**config.mk**
```make
export PLATFORM = sky130hd
export DESIGN_NAME = tcw_cmd_fifo
export DESIGN_NICKNAME = d
export VERILOG_FILES = /design/src/rtl/tcw_pkg.sv /design/src/rtl/tcw_cmd_fifo.sv
export SDC_FILE = /design/constraint.sdc
export NUM_CORES = 1
export LEC_CHECK = 0
export BUFFER_PORTS_ARGS = -buffer_cell sky130_fd_sc_hd__buf_2
export CAP_MARGIN = 40
export CORE_UTILIZATION = 50
export CTS_CLUSTER_DIAMETER = 60
export DETAILED_ROUTE_END_ITERATION = 12
export PLACE_DENSITY = 0.77
export SLEW_MARGIN = 5
export SYNTH_ARGS = -nofsm -noshare
export SYNTH_HDL_FRONTEND = slang
export SYNTH_SLANG_ARGS = --single-unit
export TNS_END_PERCENT = 20
```
**constraint.sdc**
```tcl
create_clock -name clk -period 2.2 [get_ports clk]
set_input_delay 0.33 -clock clk [delete_from_list [all_inputs] [get_ports clk]]
set_output_delay 0.33 -clock clk [all_outputs]
set_load 0.005 [all_outputs]
```
**src/rtl/tcw_pkg.sv**
```systemverilog
// ----------------------------------------------------------------------------
// tcw_pkg: shared types and constants of the text console writer
// Field widths, item kind codes, the queued command type and the FSM states.
// ----------------------------------------------------------------------------
package tcw_pkg;

	// Field widths of the input and result items
	localparam int KIND_W  = 2;
	localparam int CHAR_W  = 8;
	localparam int ADDR_W  = 11;
	localparam int ROW_W   = 5;
	localparam int COL_W   = 7;
	localparam int ATTR_W  = 8;
	localparam int ENTRY_W = 16;

	// Item kind codes
	localparam logic [KIND_W-1:0] KIND_PUT   = 2'd0;
	localparam logic [KIND_W-1:0] KIND_CLEAR = 2'd1;
	localparam logic [KIND_W-1:0] KIND_READ  = 2'd2;

	// Special character codes
	localparam logic [CHAR_W-1:0] NEWLINE_CODE = 8'd10;
	localparam logic [CHAR_W-1:0] SPACE_CODE   = 8'd32;

	// Attribute after reset
	localparam logic [ATTR_W-1:0] ATTR_RESET = 8'd7;

	// Command queue depth
	localparam int FIFO_DEPTH = 2;
	localparam int FIFO_PTR_W = 1;
	localparam int FIFO_CNT_W = 2;

	// Classified operation
	typedef enum logic [2:0] {
		OP_PUT,
		OP_NEWLINE,
		OP_CLEAR,
		OP_READ,
		OP_NOP
	} op_t;

	typedef struct packed {
		op_t               op;
		logic [CHAR_W-1:0] char_code;
		logic [ADDR_W-1:0] cell_address;
	} cmd_t;

	// Back end states
	typedef enum logic [1:0] {
		ST_IDLE,
		ST_READ,
		ST_COPY,
		ST_FILL
	} st_t;

endpackage

```
**src/rtl/tcw_cmd_fifo.sv**
```systemverilog
// ----------------------------------------------------------------------------
// tcw_cmd_fifo: command queue
// Short queue between the classifier and the executor.
// ----------------------------------------------------------------------------
module tcw_cmd_fifo (
	input  logic          clk,
	input  logic          arst_n,
	input  logic          push,
	input  tcw_pkg::cmd_t wdata,
	output logic          full,
	input  logic          pop,
	output logic          valid,
	output tcw_pkg::cmd_t rdata
);
	import tcw_pkg::*;

	cmd_t                  entry_q [FIFO_DEPTH];
	logic [FIFO_PTR_W-1:0] wr_ptr_q;
	logic [FIFO_PTR_W-1:0] rd_ptr_q;
	logic [FIFO_CNT_W-1:0] count_q;

	assign full  = count_q == FIFO_CNT_W'(FIFO_DEPTH);
	assign valid = count_q != '0;
	assign rdata = entry_q[rd_ptr_q];

	// Store pushed commands
	always_ff @(posedge clk) begin
		if (push) begin
			entry_q[wr_ptr_q] <= wdata;
		end
	end

	// Advance pointers and count
	always_ff @(posedge clk or negedge arst_n) begin
		if (!arst_n) begin
			wr_ptr_q <= '0;
			rd_ptr_q <= '0;
			count_q  <= '0;
		end else begin
			if (push) begin
				wr_ptr_q <= wr_ptr_q + 1'b1;
			end
			if (pop) begin
				rd_ptr_q <= rd_ptr_q + 1'b1;
			end
			if (push && !pop) begin
				count_q <= count_q + 1'b1;
			end else if (pop && !push) begin
				count_q <= count_q - 1'b1;
			end
		end
	end

endmodule

```
==> run metrics <==
share of cells above drive strength 1=0.582; CP endpoint kind=output pin; outcome=complete, no violations; fin crit period=1750 ps; PnR worst setup slack=450 ps; CTS tree=done; Final Skew=5.08 ps; R2R Path End=entry_q[1][16]$_DFFE_PP_; Slew @ Worst Pin=216 ps; CP cell instances=buf_4, mux2_2, buf_2; Post-Syn Area=roughly 1800 um2; worst path arrival time=roughly 1400 ps; Die W=61.7 um; die height=61.7 um; grt total ovfl=0; Root Buffer=clkbuf_4; Routed Antenna Nets=0; max incr delay on CP=370 ps; unrepaired setup endpoints after global routing=false; Slowest-stage cell, CP=mux2_2; dpl hpwl=~1.9 mm; CP endpoint=rdata[6]; syn nets=111; Cell Pwr Density=around 1100 nW/um2; Final Cycle Share=0.795; commonest cells after routing, fill and taps aside=buf_2, edfxtp_1, mux2_2; post-synthesis mux area share=0.139; Rel. slew slack=0.856; xor/xnor share of the synthesized area=0.0246; Ports=50; max frequency=0.571 GHz; Max Cap Viol=0; Util after Layout=0.647; clk sink count=48; Buffers on Ports=49; total power=between 2 and 2.5 mW; Worst VDD drop=0.000606 V; Setup Slack @ Placement=837 ps; endpoints failing hold=0; CTS Buf Count=5; area of the die=3800 um2; Synth Area per Inst=21.2 um2; H-tree Lvls=2; core area=3360 um2; Fin Setup TNS=0 ps; vias in the first global route=914; Initial Util=0.529; drt drc=0; Compound-Gate Fraction of Synth Area=0; Hold Crit Class=input pin to flip-flop; Post-Syn Instances=84; Worst path top cell family by delay=multiplexers; worst path required time=between 1500 and 2000 ps; Synth Area in Adders=0.00703; initial antenna violation count=0; sequential share of the synthesized area=0.798; Total GRT Usage=0.157; total wire length=2.64 mm; Worst path depth=3; first-pass GRT wire length=3.92 mm; layout net count=172; vias per inst=4.83; clk buf depth=2; Distinct cells, synth=12; Startpoint Class=flip-flop; placed cell count=approximately 180; Worst Path Max Fanout=13; row count=21; register bit total from synthesis=between 40 and 50; DR pass1 iterations=2; largest net degree at the start of global routing=15; critical setup path kind=flip-flop to output pin; routed len/inst=13.8 um; Post-Synth Simple-Gate Area=0.0162; Bufs and invs on worst path=2; Final Max Tran Viols=0; Crit Reg-Reg Startpoint=wr_ptr_q$_DFFE_PN0P_; # diodes=0; Finished Layout Cells=192; gpl congestion=0.641; P_leak=0.852 nW; later-pin clock latency in the skew report=350 ps; Critical path origin=rd_ptr_q$_DFFE_PN0P_; main combinational cell family by area after synthesis=multiplexers; via count=roughly 930; final setup vio count=0; initial drt markers=18; Reg clk slew, reported paths=about 120 ps; R2R Setup Slk=1000 ps; synth-to-layout area growth=22.3%; Reg2Reg Depth=2; warning count from the yosys run=0; most common cell after layout, fill and taps aside=buf_2
-- cells by family (layout without fill, tap and decap cells) --
logic type | after synthesis | after routing
buffers and inverters | 3 | 65
adder cells (fa/ha/maj) | 1 | 1
flip-flops | 48 | 48
AND/OR/NAND/NOR | 5 | 5
multiplexers | 22 | 22
XOR/XNOR | 5 | 5
-- metrics by stage --
step                      hold slack, ps  area [um2]
after floorplan                     34.4        1780
after global placement               141        2110
after detailed placement             146        2110
after CTS                            146        2180
after global routing                 129        2180
final                                158        2180
-- flip-flops by register name, indices dropped and copies added (netlist names) --
name      cells
count_q       2
entry_q      44
rd_ptr_q      1
wr_ptr_q      1
-- report_power, final --
part	leakage [nW]	total (mW)	switching (mW)	internal [mW]
registers	0.460	1.28	0.0662	1.22
clock network	0.0329	0.396	0.243	0.153
logic	0.359	0.744	0.335	0.409
-- routing by layer --
metal | up-vias | part of all wire | global-route usage
met5 | - | 0 | 0
met4 | 0 | 0.017 | 0.0857
met3 | 5 | 0.070 | 0.0630
met2 | 34 | 0.52 | 0.263
met1 | 448 | 0.39 | 0.171
li1 | 441 | - | -
-- synthesized netlist by cell type (all sizes together) --
library cell	instances	area, um2
and2	1	6.26
buf	2	22.5
dfrtp	4	100
edfxtp	44	1320
ha	1	12.5
inv	1	3.75
mux2	22	248
nor2	1	3.75
nor2b	2	12.5
or2	1	6.26
xnor2	1	8.76
xor2	4	35.0
-- area by class of cell --
class / count / area [um2]
sequential: 48 / 1420
fill: 286 / 1190
multi-input combinational: 33 / 335
timing repair buffer: 56 / 300
tap: 46 / 57.6
clock buffer: 7 / 55.1
clock inverter: 1 / 3.75
inverter: 1 / 3.75
-- worst register-to-register path, stage by stage, from the launching register on --
cell	delay, ps
dfrtp_1	420
and2_1	270
buf_4	230
-- worst min path at each step --
stage / startpoint / endpoint / cells past startpoint
finish: wdata[15] / entry_q[0][15]$_DFFE_PP_ / 1
global route: wdata[7] / entry_q[1][7]$_DFFE_PP_ / 1
CTS: wdata[7] / entry_q[0][7]$_DFFE_PP_ / 1
detailed placement: arst_n / count_q[1]$_DFFE_PN0P_ / 1
global placement: arst_n / count_q[1]$_DFFE_PN0P_ / 1
floorplan: arst_n / count_q[0]$_DFFE_PN0P_ / 0
-- what timing repair did --
action,CTS,global route
hold endpoints to repair,4,0
resized for setup,0,0
buffers inserted,0,0
hold buffers,1,0
Note: power is estimated with default switching activity, not from simulation.
