[config.mk]
export PLATFORM = sky130hd
export DESIGN_NAME = tcw_front_flat
export DESIGN_NICKNAME = d
export VERILOG_FILES = /design/src/rtl/tcw_pkg.sv /design/src/rtl/tcw_if.sv /design/src/rtl/tcw_front.sv /design/src/flat_wrapper.sv
export SDC_FILE = /design/constraint.sdc
export NUM_CORES = 1
export LEC_CHECK = 0
export ABC_AREA = 0
export BUFFER_PORTS_ARGS = -buffer_cell sky130_fd_sc_hd__buf_2
export CAP_MARGIN = 10
export CORE_AREA = 5 5 42 44
export DETAILED_ROUTE_END_ITERATION = 6
export DIE_AREA = 0 0 47 49
export GPL_ROUTABILITY_DRIVEN = 0
export PLACE_DENSITY = 0.69
export SETUP_SLACK_MARGIN = 0.4
export SLEW_MARGIN = 0
export SYNTH_ARGS = -nofsm -noshare
export SYNTH_HDL_FRONTEND = slang
export SYNTH_SLANG_ARGS = --single-unit
[constraint.sdc]
create_clock -name vclk -period 0.95
set_input_delay 0.19 -clock vclk [all_inputs]
set_output_delay 0.19 -clock vclk [all_outputs]
set_load 0.005 [all_outputs]
[src/rtl/tcw_pkg.sv]
// ----------------------------------------------------------------------------
// tcw_pkg: shared types and constants of the text console writer
// Field widths, item kind codes, the queued command type and the FSM states.
// ----------------------------------------------------------------------------
package tcw_pkg;

	// Field widths of the input and result items
	localparam int KIND_W  = 2;
	localparam int CHAR_W  = 8;
	localparam int ADDR_W  = 11;
	localparam int ROW_W   = 5;
	localparam int COL_W   = 7;
	localparam int ATTR_W  = 8;
	localparam int ENTRY_W = 16;

	// Item kind codes
	localparam logic [KIND_W-1:0] KIND_PUT   = 2'd0;
	localparam logic [KIND_W-1:0] KIND_CLEAR = 2'd1;
	localparam logic [KIND_W-1:0] KIND_READ  = 2'd2;

	// Special character codes
	localparam logic [CHAR_W-1:0] NEWLINE_CODE = 8'd10;
	localparam logic [CHAR_W-1:0] SPACE_CODE   = 8'd32;

	// Attribute after reset
	localparam logic [ATTR_W-1:0] ATTR_RESET = 8'd7;

	// Command queue depth
	localparam int FIFO_DEPTH = 2;
	localparam int FIFO_PTR_W = 1;
	localparam int FIFO_CNT_W = 2;

	// Classified operation
	typedef enum logic [2:0] {
		OP_PUT,
		OP_NEWLINE,
		OP_CLEAR,
		OP_READ,
		OP_NOP
	} op_t;

	typedef struct packed {
		op_t               op;
		logic [CHAR_W-1:0] char_code;
		logic [ADDR_W-1:0] cell_address;
	} cmd_t;

	// Back end states
	typedef enum logic [1:0] {
		ST_IDLE,
		ST_READ,
		ST_COPY,
		ST_FILL
	} st_t;

endpackage

[src/rtl/tcw_if.sv]
// ----------------------------------------------------------------------------
// tcw_if: item channels of the text console writer
// Valid/ready channels for input items and result items.
// ----------------------------------------------------------------------------
interface tcw_in_if;
	import tcw_pkg::*;

	logic              valid;
	logic              ready;
	logic [KIND_W-1:0] kind;
	logic [CHAR_W-1:0] char_code;
	logic [ADDR_W-1:0] cell_address;

	modport source (output valid, kind, char_code, cell_address, input ready);
	modport sink   (input valid, kind, char_code, cell_address, output ready);
endinterface


[src/rtl/tcw_front.sv]
// ----------------------------------------------------------------------------
// tcw_front: input item classifier
// Accepts input items while the queue has room and turns each into a command.
// ----------------------------------------------------------------------------
module tcw_front #(
	parameter int COLUMNS = 80,
	parameter int ROWS    = 25
) (
	tcw_in_if.sink        in_ch,
	input  logic          full,
	output logic          push,
	output tcw_pkg::cmd_t cmd
);
	import tcw_pkg::*;

	localparam int CELLS = ROWS * COLUMNS;

	logic addr_ok;

	// Accept while the queue has room
	assign in_ch.ready = ~full;
	assign push        = in_ch.valid & ~full;

	assign addr_ok = 32'(in_ch.cell_address) < CELLS;

	// Classify the item
	always_comb begin
		cmd.char_code    = in_ch.char_code;
		cmd.cell_address = in_ch.cell_address;
		unique case (in_ch.kind)
			KIND_PUT: begin
				cmd.op = (in_ch.char_code == NEWLINE_CODE) ? OP_NEWLINE : OP_PUT;
			end
			KIND_CLEAR: begin
				cmd.op = OP_CLEAR;
			end
			KIND_READ: begin
				cmd.op = addr_ok ? OP_READ : OP_NOP;
			end
			default: begin
				cmd.op = OP_NOP;
			end
		endcase
	end

endmodule

[src/flat_wrapper.sv]
// flat-port wrapper written by rule: the top's interface ports become plain ports
module tcw_front_flat import tcw_pkg::*;
#(
	parameter int COLUMNS = 80,
	parameter int ROWS    = 25
)
  (full, push, cmd, in_ch_valid, in_ch_kind, in_ch_char_code, in_ch_cell_address, in_ch_ready);
  tcw_in_if in_ch_i ();
  input  logic full;
  output logic push;
  output tcw_pkg::cmd_t cmd;
  input wire logic [$bits(in_ch_i.valid)-1:0] in_ch_valid;
  input wire logic [$bits(in_ch_i.kind)-1:0] in_ch_kind;
  input wire logic [$bits(in_ch_i.char_code)-1:0] in_ch_char_code;
  input wire logic [$bits(in_ch_i.cell_address)-1:0] in_ch_cell_address;
  output wire logic [$bits(in_ch_i.ready)-1:0] in_ch_ready;
  assign in_ch_i.valid = in_ch_valid;
  assign in_ch_i.kind = in_ch_kind;
  assign in_ch_i.char_code = in_ch_char_code;
  assign in_ch_i.cell_address = in_ch_cell_address;
  assign in_ch_ready = in_ch_i.ready;
  tcw_front #(.COLUMNS(COLUMNS), .ROWS(ROWS)) u_core (.in_ch(in_ch_i), .full(full), .push(push), .cmd(cmd));
endmodule
==> reports/metrics.cfg, run 1 <==
[outcome]
status = complete, but fails checks
violations = setup timing

[worst_setup_path]
cp_slowest_cell = nor4_2
cp_max_fo = 2
critPathKind = in2out
endpoint_kind = output port
cp_data_required_time_ns = 0.76
crit_arrival_ns = 0.96
startpoint_type = input pin
slowest_delay_ns = 0.24
cp_cell_sequence = buf_8 -> nor4_2 -> nand2_1 -> o31ai_2 -> buf_2
cp-startpoint = in_ch_char_code[5]

[timing]
slew_headroom_pct = 84.0
period_needed_ns = 1.15
tightest_slew_ns = 0.239
fin_ws_ns = -0.201
fmax_ghz = 0.869
drv_slew = 0
hold_viol_final = 0
setup_viol = 3
post-route-period-util_pct = 121
setup_tns_ns = -0.319
rsz0062_at_grt = true

[die]
die_h_microns = 49
die_area_sq_mm = 0.00230
rows = 14
coreArea_sq_mm = 0.00140
initial_utilization_pct = 16.6
io_pins = 47
die_w_microns = 47

[layout]
seq_cells = 0
synthToLayoutAreaGrowth_pct = 141
nClkBuffers = 0
design_area_sq_um = 561
drive_gt1_share_pct = 85.2
regArea_sq_um = 0
diodes = 0
finalNetCount = 79

[synth]
synth_cells = 32
synthAdderAreaFrac_pct = 0
synth.net_count = 55
synthTopCellsByCount = buf_4 (19), o21ai_0 (3), inv_1 (2)
synth_simple_gate_area_share_pct = 20.4
ys_seq_area_share_pct = 0
synthDistinctLibCells = 11
synth.most_common_cell = buf_4
synth.area.top_cells = buf_4 (61%), o21ai_0 (6.5%), and4bb_2 (5.4%)
synth_xor_area_share_pct = 0
synth.avg_cell_area_sq_um = 7.27
yosysTopAreaCell = buf_4
yosysTopAreaCellShare_pct = 61.3
syn_area_sq_um = 233
ys_warn_count = 0
synth_compound_area_share_pct = 15.1
synthMuxAreaShare_pct = 0
synth_top_family_by_area = buffers and inverters

[global_routing]
grt_start_max_net_pins = 5
grt_pass1_vias = 313
overflow = 0
antenna_found_initial = 0
grt_pass1_wl_microns = 1190
track_usage_pct = 6.67

[route]
wl_per_cell_microns = 12.5
vias_per_cell = 4.20
drc_errors = 0
antenna_left = 0
route.final.wire_length_microns = 874
first_pass_iters = 2
vias = 294
first_iter_violations = 2

[hold_path]
hp-class = in2out
hold_path_depth = 0
min_from = in_ch_cell_address[0]

[pwr]
vdd.ir_drop.worst_v = 0.000108
pwr-share-seq_pct = 0
p_comb_share_pct = 100.0
clockPowerShare_pct = 0
p_sw_mw = 0.0667
p_sw_share_pct = 28.6
leakage_nw = 0.274
p_int_mw = 0.167
p_per_area_mw_per_mm2 = 416

[flow_run]
maxCapViolCount = 0

[placement]
port_buffers = 39
pre_cts_ws_ns = -0.250
placed_area_sq_um = 309

-- what timing repair did --
item / CTS / global route
hold buffers: 0 / 0
pin swaps: 5 / 6
buffers inserted: 0 / 2
endpoints found under the setup margin: 20 / 20
gates resized for setup: 34 / 7
endpoints found under the hold margin: 0 / 0
-- metrics by stage --
step	hold slack, ns	power (mW)	cells	utilization (%)
6_report	0.380	0.233	70	40.0
5_1_grt	0.380	0.249	70	40.0
3_3_place_gp	0.380	0.119	68	22.1
2_1_floorplan	0.407	0.0861	32	-
4_1_cts	0.380	0.214	68	36.6
3_5_place_dp	0.380	0.123	68	22.1
-- worst max-delay path, delay by kind of cell --
family	cells	cell delay, ns
AO/OA/AOI/OAI	1	0.18
buffers and inverters	2	0.24
AND/OR/NAND/NOR	2	0.34
-- final cells by class --
cell class | count | area (sq um)
multi-input cells | 11 | 93.8
repair buffers | 41 | 439
fillers | 137 | 841
well taps | 16 | 20.0
inverters | 2 | 7.51
-- power groups by stage --
stage,clock (mW),sequential (mW),combinational (mW)
after floorplan,0,0,0.0861
after global routing,0,0,0.249
after global placement,0,0,0.119
after CTS,0,0,0.214
after detailed placement,0,0,0.123
final,0,0,0.233
-- path summary, 6_finish.rpt --
check | endpoint | slack, ns
setup / recovery | cmd[19] | -0.20
hold / removal | cmd[0] | 0.38
-- logic make-up after synthesis --
kind of cell,count (synthesis)
AO/OA/AOI/OAI,5
buffers and inverters,21
AND/OR/NAND/NOR,6
-- per-layer routing --
| metal | vias up | share of wire, % | global-route usage, % |
|---|---|---|---|
| met3 | 2 | 17 | 0.369 |
| met4 | 0 | 0.46 | 0.461 |
| li1 | 132 | - | - |
| met1 | 133 | 25 | 5.43 |
| met2 | 27 | 57 | 15.4 |
| met5 | - | 0 | 0 |
-- layout by cell type, fill, tap and decap left out --
cell,Yosys,final
and2_1,1,1
and4bb_2,1,1
buf_2,0,6
buf_4,19,1
buf_6,0,29
buf_8,0,5
inv_1,2,1
inv_2,0,1
nand2_1,1,1
nand4_1,1,1
nor2b_1,1,1
nor4_2,1,1
o211ai_1,1,1
o21ai_1,0,2
o21ai_4,0,1
o31ai_2,1,1
(Power assumes the default switching activity.)
==> run 2: changes to the inputs <==
Settings changed: CELL_PAD_IN_SITES_DETAIL_PLACEMENT set to 0, CELL_PAD_IN_SITES_GLOBAL_PLACEMENT set to 2, CORE_AREA 5 5 42 44 to unset, CORE_MARGIN set to 5, CORE_UTILIZATION set to 10, DIE_AREA 0 0 47 49 to unset, PLACE_DENSITY 0.69 to 0.95.
==> run 2 against run 1 <==
Effect of this change:
- the run still ends with setup timing left
- final cell count rose by 20%
- hold slack did not move
- worst setup slack got worse by 0.029 ns
- largest cell class unchanged
- largest power group unchanged
==> reports/metrics.cfg, run 2 (synthesis results as in run 1) <==
[outcome]
status = complete, but fails checks
violations = setup timing

[layout]
drive_gt1_share_pct = 87.5  ; +2.3 points
seq_cells = 0  ; unchanged
utilization_pct = 27.0  ; -13 points
final_common_cell = buf_6
nClkBuffers = 0  ; unchanged
finalNetCount = 81  ; +2.5%
regArea_sq_um = 0  ; unchanged
diodes = 0  ; unchanged
synthToLayoutAreaGrowth_pct = 157
final_cell_mix = buf_6 (30), buf_2 (6), buf_8 (5), o21ai_1 (2), buf_4 (2)

[pwr]
p_per_area_mw_per_mm2 = 401  ; -3.7%
vdd.ir_drop.worst_v = 0.000126  ; +17%
leakage_nw = 0.285  ; +4.3%

[timing]
rsz0062_at_grt = true
setup_viol = 3  ; unchanged
slew_headroom_pct = 84.2  ; +0.26 points
drv_slew = 0  ; unchanged
post-route-period-util_pct = 124  ; +3.1 points
period_needed_ns = 1.18  ; +0.0291 ns
whs_ns = 0.380  ; unchanged
fmax_ghz = 0.848  ; -2.5%
hold_viol_final = 0  ; unchanged
fin_ws_ns = -0.230  ; -0.0291 ns
tightest_slew_ns = 0.235  ; -0.00385 ns

[route]
vias_per_cell = 3.54  ; -16%
first_iter_violations = 2  ; unchanged
drc_errors = 0  ; unchanged
antenna_left = 0  ; unchanged
wl_per_cell_microns = 9.95  ; -20%
route.final.wire_length_microns = 836  ; -4.3%
first_pass_iters = 2  ; unchanged
vias = 297  ; +1.0%

[global_routing]
track_usage_pct = 4.23  ; -2.4 points
grt_pass1_vias = 300  ; -4.2%
overflow = 0  ; unchanged
grt_pass1_wl_microns = 1190  ; -0.59%
antenna_found_initial = 0  ; unchanged
grt_start_max_net_pins = 5  ; unchanged

[placement]
pre_cts_ws_ns = -0.288  ; -0.0381 ns
port_buffers = 39  ; unchanged

[worst_setup_path]
cp-startpoint = in_ch_char_code[6]
startpoint_type = input pin
cp_data_required_time_ns = 0.76  ; about the same
crit_arrival_ns = 0.99  ; +0.03 ns
endpoint_kind = output port
critPathKind = in2out
cp_max_fo = 2  ; unchanged

[die]
die_h_microns = 58.2  ; +19%
io_pins = 47  ; unchanged
die_w_microns = 58.2  ; +24%
die_area_sq_mm = 0.00339  ; +47%
coreArea_sq_mm = 0.00221  ; +58%
rows = 17  ; +3
initial_utilization_pct = 10.5  ; -6.1 points

[flow_run]
maxCapViolCount = 0  ; unchanged

[hold_path]
hp-class = in2out
min_from = in_ch_cell_address[1]

run 2: cell count changes in the layout (fill, tap and decap cells not counted):
cell,before,now
nand2_1,1,0
o21ai_4,1,0
nor4_2,1,0
o21ai_2,0,1
buf_6,29,30
nand2_2,0,1
buf_4,1,2
nor4_4,0,1
run 2: what timing repair did:
item	4_1_cts	5_1_grt
setup endpoints to repair	20	20
pin swaps	4	3
resized for setup	35	8
hold buffers	0	0
buffers inserted	1	3
run 2: routing by layer:
layer	wire length (microns)	vias up	GRT usage [%]
li1	-	136	-
met1	263	125	4.46
met2	403	36	8.55
met3	169	0	1.34
met4	0	0	0
met5	0	-	0
run 2: path summary, 6_finish.rpt:
kind	to	slack [ns]	cells after the start
worst min-delay path	cmd[1]	0.38	0
worst max-delay path	cmd[19]	-0.23	5
run 2: critical path: stages:
cell and delay, ns:
buf_8 0.10, nor4_4 0.27, nand2_2 0.09, o31ai_2 0.18, buf_2 0.15
run 2: area by class of cell:
cell class | instances | area [sq um]
multi-input combinational | 11 | 97.6
inverter | 2 | 7.51
tap | 28 | 35.0
timing repair buffer | 43 | 458
fill | 236 | 1610
run 2: power breakdown:
part	internal, mW	switching [mW]
registers	0	0
logic	0.171	0.0682
clock network	0	0
run 2: through the flow:
stage          total power, mW  instances  instance area, sq um  setup TNS [ns]
6_report                 0.240         84                   598          -0.398
5_1_grt                  0.255         84                   598          -0.585
4_1_cts                  0.217         81                   542          -0.484
3_5_place_dp             0.122         80                   324          -0.408
3_3_place_gp             0.119         80                   324          -0.326
2_1_floorplan           0.0861         32                   236               0
